===== src/rtl/pmf_div.sv =====
// pmf_div: serial restoring divider, one quotient bit per cycle
// signed dividend over unsigned divisor, truncating toward zero; no dependencies
module pmf_div #(
    parameter int NW = 41,
    parameter int DW = 9
) (
    input  logic                 i_clk,
    input  logic                 i_rst_n,
    input  logic                 i_start,
    input  logic signed [NW-1:0] i_dividend,
    input  logic        [DW-1:0] i_divisor,
    output logic                 o_done,
    output logic        [31:0]   o_quotient
);

    localparam int CNW = $clog2(NW + 1);

    logic          r_busy;
    logic          r_done;
    logic          r_neg;
    logic [NW-1:0] r_quo;
    logic [DW-1:0] r_rem;
    logic [DW-1:0] r_div;
    logic [CNW-1:0] r_cnt;

    logic [NW-1:0] mag;
    logic [DW:0]   sh;
    logic [DW:0]   sh_sub;
    logic          qbit;

    // magnitude of the dividend
    assign mag = i_dividend[NW-1] ? NW'(-i_dividend) : NW'(i_dividend);

    // one restoring step
    always_comb begin
        sh     = {r_rem, r_quo[NW-1]};
        sh_sub = sh - {1'b0, r_div};
        qbit   = (sh >= {1'b0, r_div});
    end

    always_ff @(posedge i_clk) begin
        if (!i_rst_n) begin
            r_busy <= 1'b0;
            r_done <= 1'b0;
            r_cnt  <= '0;
        end else begin
            r_done <= r_busy && !i_start && (r_cnt == CNW'(1));
            if (i_start) begin
                r_busy <= 1'b1;
                r_cnt  <= CNW'(NW);
            end else if (r_busy) begin
                r_cnt <= r_cnt - 1'b1;
                if (r_cnt == CNW'(1)) begin
                    r_busy <= 1'b0;
                end
            end
        end
    end

    // datapath
    always_ff @(posedge i_clk) begin
        if (i_start) begin
            r_neg <= i_dividend[NW-1];
            r_quo <= mag;
            r_rem <= '0;
            r_div <= i_divisor;
        end else if (r_busy) begin
            r_quo <= {r_quo[NW-2:0], qbit};
            r_rem <= qbit ? sh_sub[DW-1:0] : sh[DW-1:0];
        end
    end

    assign o_done     = r_done;
    assign o_quotient = r_neg ? (32'd0 - r_quo[31:0]) : r_quo[31:0];

endmodule


===== config.mk =====
export PLATFORM = sky130hd
export DESIGN_NAME = pmf_div
export DESIGN_NICKNAME = d
export VERILOG_FILES = /design/src/rtl/pmf_div.sv
export SDC_FILE = /design/constraint.sdc
export NUM_CORES = 1
export LEC_CHECK = 0
export BUFFER_PORTS_ARGS = -buffer_cell sky130_fd_sc_hd__buf_2
export CAP_MARGIN = 20
export CORE_ASPECT_RATIO = 1.4
export CORE_UTILIZATION = 50
export DETAILED_ROUTE_END_ITERATION = 12
export MAX_ROUTING_LAYER = met4
export PLACE_DENSITY = 0.8
export SLEW_MARGIN = 5
export SYNTH_ARGS = -nofsm -noshare
export SYNTH_HDL_FRONTEND = slang
export SYNTH_SLANG_ARGS = --single-unit
export TNS_END_PERCENT = 10

===== constraint.sdc =====
create_clock -name i_clk -period 3.55 [get_ports i_clk]
set_input_delay 0.355 -clock i_clk [delete_from_list [all_inputs] [get_ports i_clk]]
set_output_delay 0.355 -clock i_clk [all_outputs]
set_load 0.02 [all_outputs]

==> results by group, run 1 <==
Status
  • Outcome: finished with violations
  • Failing checks: DRC

Setup path
  • Slowest CP cell: or4_1
  • FF-to-FF path depth: 10
  • Data required, critical path: between 3 and 4 ns
  • CP Max Fanout: 5
  • Worst Path Buf+Inv: 1
  • Worst-path cell chain: or4_1 -> nor4_4 -> nand3_1 -> o41ai_1 -> xnor2_1 -> buf_2
  • Critical path type: register to primary output
  • CP top delay family: simple AND/OR/NAND/NOR gates
  • Critical Path Max Stage Delay: 0.64 ns
  • CP Capture Type: primary output
  • Reg2reg setup slack: about 1.1 ns
  • CP Launch Point: r_quo[5]$_DFFE_PP_
  • Critical R2R Launch: r_quo[40]$_DFFE_PP_
  • Worst EP arrival: approximately 2.9 ns
  • Worst setup SP type: register
  • R2R Path End: r_rem[0]$_SDFFE_PP0P_

Detailed routing
  • Final ANT Viol Nets: 0
  • Avg Vias per Cell: between 6 and 7
  • Drt pass-1 iters: 8
  • Initial detailed-routing violation count: approximately 360
  • # DRC: 10
  • Vias: approximately 4300
  • Wirelength per Cell: approximately 17 µm
  • Routed wire length: 11.9 mm

Placed design
  • Placed cell area: approximately 5200 µm²
  • RD Place Congestion: between 0.8 and 0.9
  • Worst slack at placement: ~0.6 ns
  • Post-DP HPWL: between 8 and 9 mm
  • PortBufs: 85

Logic synthesis
  • Yosys top cell area share: approximately 32%
  • Unique masters post-synth: 50
  • Total nets after synthesis: between 500 and 600
  • Main flop type after synthesis: edfxtp_1
  • Combinational family with the most area after synthesis: compound AO/OA/AOI/OAI gates
  • Mux cell area share after synthesis: 1.32%
  • Synth cell count leaders: nor2_1, edfxtp_1, a21oi_1, xnor2_1, xor2_1
  • Synth warn: 0
  • #FFs+latches synth: 68
  • Post-synthesis sequential area ratio: around 40%
  • XOR/XNOR share of the synthesized area: roughly 14%
  • Area contributors post-synth: edfxtp_1, xnor2_1, dfxtp_1, xor2_1, nor2_1
  • Syn Inst Count: ~520
  • Post-synthesis instance area: around 4700 µm²
  • Synth area leader: edfxtp_1
  • Compound-Gate Fraction of Synth Area: between 10% and 20%
  • Simple-Gate Fraction of Synth Area: 18.4%
  • Count leader, synth: nor2_1
  • Post-synthesis adder-cell area fraction: 3.86%
  • Post-synth EDFFs: between 50 and 60
  • Mapped Avg Cell Area: roughly 9.1 µm²
  • Async S/R FF share, synth: 0%

Job
  • MaxCap Viol Count: 0

STA
  • Slew HR: between 30% and 40%
  • Final min period: roughly 3.2 ns
  • RSZ-0062 raised after global routing: false
  • Worst Skew: between 0.005 and 0.006 ns
  • Setup-failing EPs final: 0
  • Final Hold Viols: 0
  • Fin. max-slew vios: 0
  • Setup_tns: 0 ns
  • Slew @ Worst Pin: between 0.9 and 1 ns
  • Worst setup margin: between 0.3 and 0.4 ns
  • Maximum clock frequency: ~310 MHz
  • Hold WS: just under 0.2 ns
  • Final period util: 91.5%

Floorplan
  • Core area: slightly above 9000 µm²
  • # rows: between 40 and 50
  • Die Width: between 80 and 90 µm
  • Die Span Y: between 100 and 150 µm
  • Initial Util: a little over half
  • Die Footprint: roughly 9900 µm²
  • I/O pins: between 80 and 90

Layout
  • Fin area: about 5600 µm²
  • Fin nets: ~660
  • Fillers: 740
  • Share of layout cells above drive strength 1: between 10% and 20%
  • Area Overhead vs Synth: 17.7%

Clock tree
  • Clk_lat worst skew: about 0.34 ns
  • H-tree Lvls: 3
  • Clock slew seen by the registers of the worst setup and hold paths: roughly 0.06 ns
  • Post-cts hold buffer count: 0
  • CTS tree: built
  • CTS root buf: clkbuf_16
  • Bufs on Longest Clock Path: 2
  • Num CTS Buffers: 9
  • Clk sink count: approximately 70

Pwr
  • PwrDens: about 470 nW/µm²
  • LEAKAGE: between 0.002 and 0.0025 µW
  • Max IR drop VDD: ~0.00032 V

Global route
  • First-pass GRT wire length: around 20 mm
  • Total GRT Usage: approximately a quarter
  • Initial antenna violation count: 1
  • Largest net degree at the start of global routing: 55
  • Vias in the first global route: 4140
  • GRT overflow: 0

Hold path
  • Worst Hold Depth: 1
  • Hold_sp: i_divisor[0]
  • Worst min path class: input pin to register
  • Hold endpoint: r_div[0]$_DFFE_PP_
==> worst max path at each step <==
stage | to | slack, ns | cells past startpoint
finish | o_quotient[31] | 0.30 | 6
detailed placement | o_quotient[31] | 0.59 | 6
global route | o_quotient[31] | 0.09 | 6
global placement | o_quotient[31] | 0.65 | 6
CTS | o_quotient[31] | 0.21 | 6
floorplan | o_quotient[31] | 1.03 | 5
==> state kept, by name, indices dropped and copies added, names as in the netlist <==
| signal | flops |
|---|---|
| r_quo | 41 |
| r_div | 9 |
| r_rem | 9 |
| r_cnt | 6 |
| o_done | 1 |
| r_busy | 1 |
| r_neg | 1 |
==> logic make-up (layout without fill, tap and decap cells) <==
logic type                 count (synthesis)  in the layout
and+or+nand+nor                          173            173
AOI/OAI and AO/OA                        136            136
xor gates and xnor gates                  76             76
DFF                                       68             68
buffers and inverters                     46            126
adders and majority gates                 14             14
muxes                                      6              6
other                                      0              1
==> through the flow <==
step                total power (µW)  utilization [%]  std cells
floorplan                       1410                -        519
global placement                1580             57.3        690
detailed placement              1600             57.3        690
CTS                             2650             61.3        706
global route                    2750             61.4        707
finish                          2640             61.4        707
==> what timing repair did <==
action | CTS | global route
endpoints found under the hold margin | 0 | 0
gates resized for setup | 0 | 1
buffers inserted | 0 | 0
setup endpoints to repair | 0 | 1
==> cell usage in the layout, fill, tap and decap left out, types with 13 or more instances in the layout <==
| cell | n |
|---|---|
| nand2_1 | 26 |
| nor2_1 | 66 |
| xnor2_1 | 39 |
| ha_1 | 13 |
| o41ai_1 | 21 |
| o21ai_0 | 24 |
| nand3_1 | 15 |
| edfxtp_1 | 51 |
| inv_1 | 21 |
| a21oi_1 | 45 |
| dfxtp_1 | 17 |
| o31ai_1 | 22 |
| buf_2 | 85 |
| xor2_1 | 37 |
==> final cells by class <==
class                      count  area, µm²  share of cell area, %
clock buffer                  12        279                   5.01
inverter                      21       78.8                   1.41
timing repair buffer          89        455                   8.17
sequential                    68       1870                   33.6
antenna                        1       2.50                 0.0449
multi-input combinational    405       2680                   48.0
clock inverter                 4       76.3                   1.37
tap                          107        134                   2.40
==> power breakdown <==
| part | switching, µW | internal, µW |
|---|---|---|
| clock | 347 | 702 |
| combinational | 339 | 227 |
| sequential | 81.0 | 947 |
| total | 766 | 1880 |
==> per-layer routing <==
| metal | track usage (%) | wire, µm |
|---|---|---|
| met1 | 30.0 | 4840 |
| met4 | 12.0 | 318 |
| met2 | 44.8 | 6060 |
| met5 | - | 0 |
| met3 | 4.77 | 711 |
No activity file was read; power rests on OpenSTA's default activity.
==> run 2: changes to the inputs <==
Settings changed: CTS_BUF_LIST set to sky130_fd_sc_hd__clkbuf_8.
==> results by group, run 2 (same netlist as run 1, synthesis figures left out) <==
Layout
  • Area Overhead vs Synth: 15.8%
  • Largest regs: r_quo (41), r_div (9), r_rem (9)
  • Commonest cells after routing, fill and taps aside: buf_2, nor2_1, edfxtp_1
  • Fin nets: 661 (unchanged)
  • Biggest register: r_quo
  • Final Util: 60.4% (-1.0 points)
  • Share of layout cells above drive strength 1: 19.5% (unchanged)
  • Fin area: 5480 µm² (-1.6%)
  • Commonest non-fill, non-tap cell in the layout: buf_2
  • Max reg flops: 41 (unchanged)

STA
  • Maximum clock frequency: 304 MHz (-1.3%)
  • Worst Skew: 0.0106 ns (+0.00478 ns)
  • Setup-failing EPs final: 0 (unchanged)
  • RSZ-0062 raised after global routing: false
  • Final period util: 92.7% (+1.2 points)
  • Fin. max-slew vios: 0 (unchanged)
  • Final Hold Viols: 0 (unchanged)
  • Slew HR: 34.9% (-1.2 points)
  • Setup_tns: 0 ns (unchanged)
  • Final min period: 3.29 ns (+0.0423 ns)
  • Slew @ Worst Pin: 0.977 ns (+0.0174 ns)

Floorplan
  • # rows: 41 (unchanged)
  • Die Span Y: 117 µm (unchanged)
  • Core area: 9080 µm² (unchanged)
  • I/O pins: 86 (unchanged)
  • Die Width: 84.2 µm (unchanged)
  • Initial Util: 52.1% (unchanged)
  • Die Footprint: 9870 µm² (unchanged)

Global route
  • GRT overflow: 0 (unchanged)
  • Largest net degree at the start of global routing: 55 (unchanged)
  • Vias in the first global route: 4074 (-1.6%)
  • Initial antenna violation count: 1 (unchanged)
  • Total GRT Usage: 25.9% (-0.18 points)
  • First-pass GRT wire length: 19.4 mm (-0.98%)

Setup path
  • Worst setup SP type: register
  • Reg2reg setup slack: 1.09 ns (about the same)
  • CP Capture Type: primary output
  • Critical path type: register to primary output
  • CP Max Fanout: 5 (unchanged)
  • Data required, critical path: 3.19 ns (about the same)
  • Worst EP arrival: 2.94 ns (+0.05 ns)

Hold path
  • Worst min path class: input pin to register

Pwr
  • Max IR drop VDD: 0.000360 V (+14%)
  • LEAKAGE: 0.00211 µW (-1.8%)
  • PwrDens: 446 nW/µm² (-6.0%)

Detailed routing
  • # DRC: 10 (unchanged)
  • Final ANT Viol Nets: 0 (unchanged)
  • Vias: 4242 (-0.47%)
  • Routed wire length: 11.9 mm (-0.34%)
  • Initial detailed-routing violation count: 408 (+14%)
  • Drt pass-1 iters: 9 (+1)
  • Wirelength per Cell: 16.8 µm (-0.34%)
  • Avg Vias per Cell: 6.00 (-0.47%)

Clock tree
  • Clk sink count: 68 (unchanged)
  • CTS tree: built
  • Post-CTS Resized: 0 (unchanged)
  • Post-cts hold buffer count: 0 (unchanged)
  • Setup bufs post-CTS: 0 (unchanged)
  • H-tree Lvls: 3 (unchanged)
  • Clock slew seen by the registers of the worst setup and hold paths: 0.08 ns (+0.02 ns)
  • Bufs on Longest Clock Path: 2 (unchanged)
  • Num CTS Buffers: 9 (unchanged)
  • Clk_lat worst skew: 0.36 ns (+0.02 ns)
  • CTS root buf: clkbuf_8

Placed design
  • PortBufs: 85 (unchanged)
  • Placed cell area: 5210 µm² (unchanged)
  • RD Place Congestion: 0.875 (unchanged)
  • Post-DP HPWL: 8.54 mm (unchanged)

Job
  • MaxCap Viol Count: 0 (unchanged)

Status
  • Failing checks: DRC
  • Outcome: finished with violations
==> run 2: changes by cell type in the layout (fill, tap and decap cells not counted) <==
cell,delta
clkbuf_1,-1
inv_1,+1
bufinv_16,+2
clkbuf_8,+9
clkbuf_16,-11
==> run 2: metrics by stage <==
stage | setup slack (ns) | total power, µW | cells | hold slack [ns]
after floorplan | 1.03 | 1410 | 519 | 0.437
after global placement | 0.649 | 1580 | 690 | 0.456
after detailed placement | 0.587 | 1600 | 690 | 0.483
after CTS | 0.172 | 2450 | 706 | 0.161
after global routing | 0.0450 | 2550 | 707 | 0.158
final | 0.259 | 2440 | 707 | 0.173
==> run 2: final cells by class <==
cell class | count | area [µm²]
Clock buffer | 9 | 124
Timing Repair Buffer | 89 | 455
Tap cell | 107 | 134
Multi-Input combinational cell | 405 | 2680
Clock inverter | 7 | 140
Antenna cell | 1 | 2.50
Inverter | 21 | 78.8
Fill cell | 761 | 3600
Sequential cell | 68 | 1870
==> run 2: worst paths after layout <==
kind	to	cells past startpoint	startpoint
worst min-delay path	r_div[7]$_DFFE_PP_	1	i_divisor[7]
worst max-delay path	o_quotient[31]	6	r_quo[5]$_DFFE_PP_
worst min register to register	r_rem[8]$_SDFFE_PP0P_	2	r_rem[8]$_SDFFE_PP0P_
worst max register to register	r_rem[0]$_SDFFE_PP0P_	10	r_quo[40]$_DFFE_PP_
==> run 2: critical path, cell delays in order (launching register included) <==
cell	delay [ns]
edfxtp_1	0.47
or4_1	0.64
nor4_4	0.40
nand3_1	0.31
o41ai_1	0.41
xnor2_1	0.16
buf_2	0.18
==> run 2: routing by layer <==
metal	vias to the layer above	track usage (%)	share of wire, %
li1	2071	-	-
met1	1990	30.0	40
met2	157	44.4	51
met3	24	4.77	6.3
met4	0	11.3	2.1
met5	-	-	0
==> run 2: where the power goes <==
group          switching, µW  leakage, µW  internal, µW
Clock                    316     0.000131           536
Sequential              80.8     0.000640           946
Combinational            339      0.00134           227
Total                    735      0.00211          1710
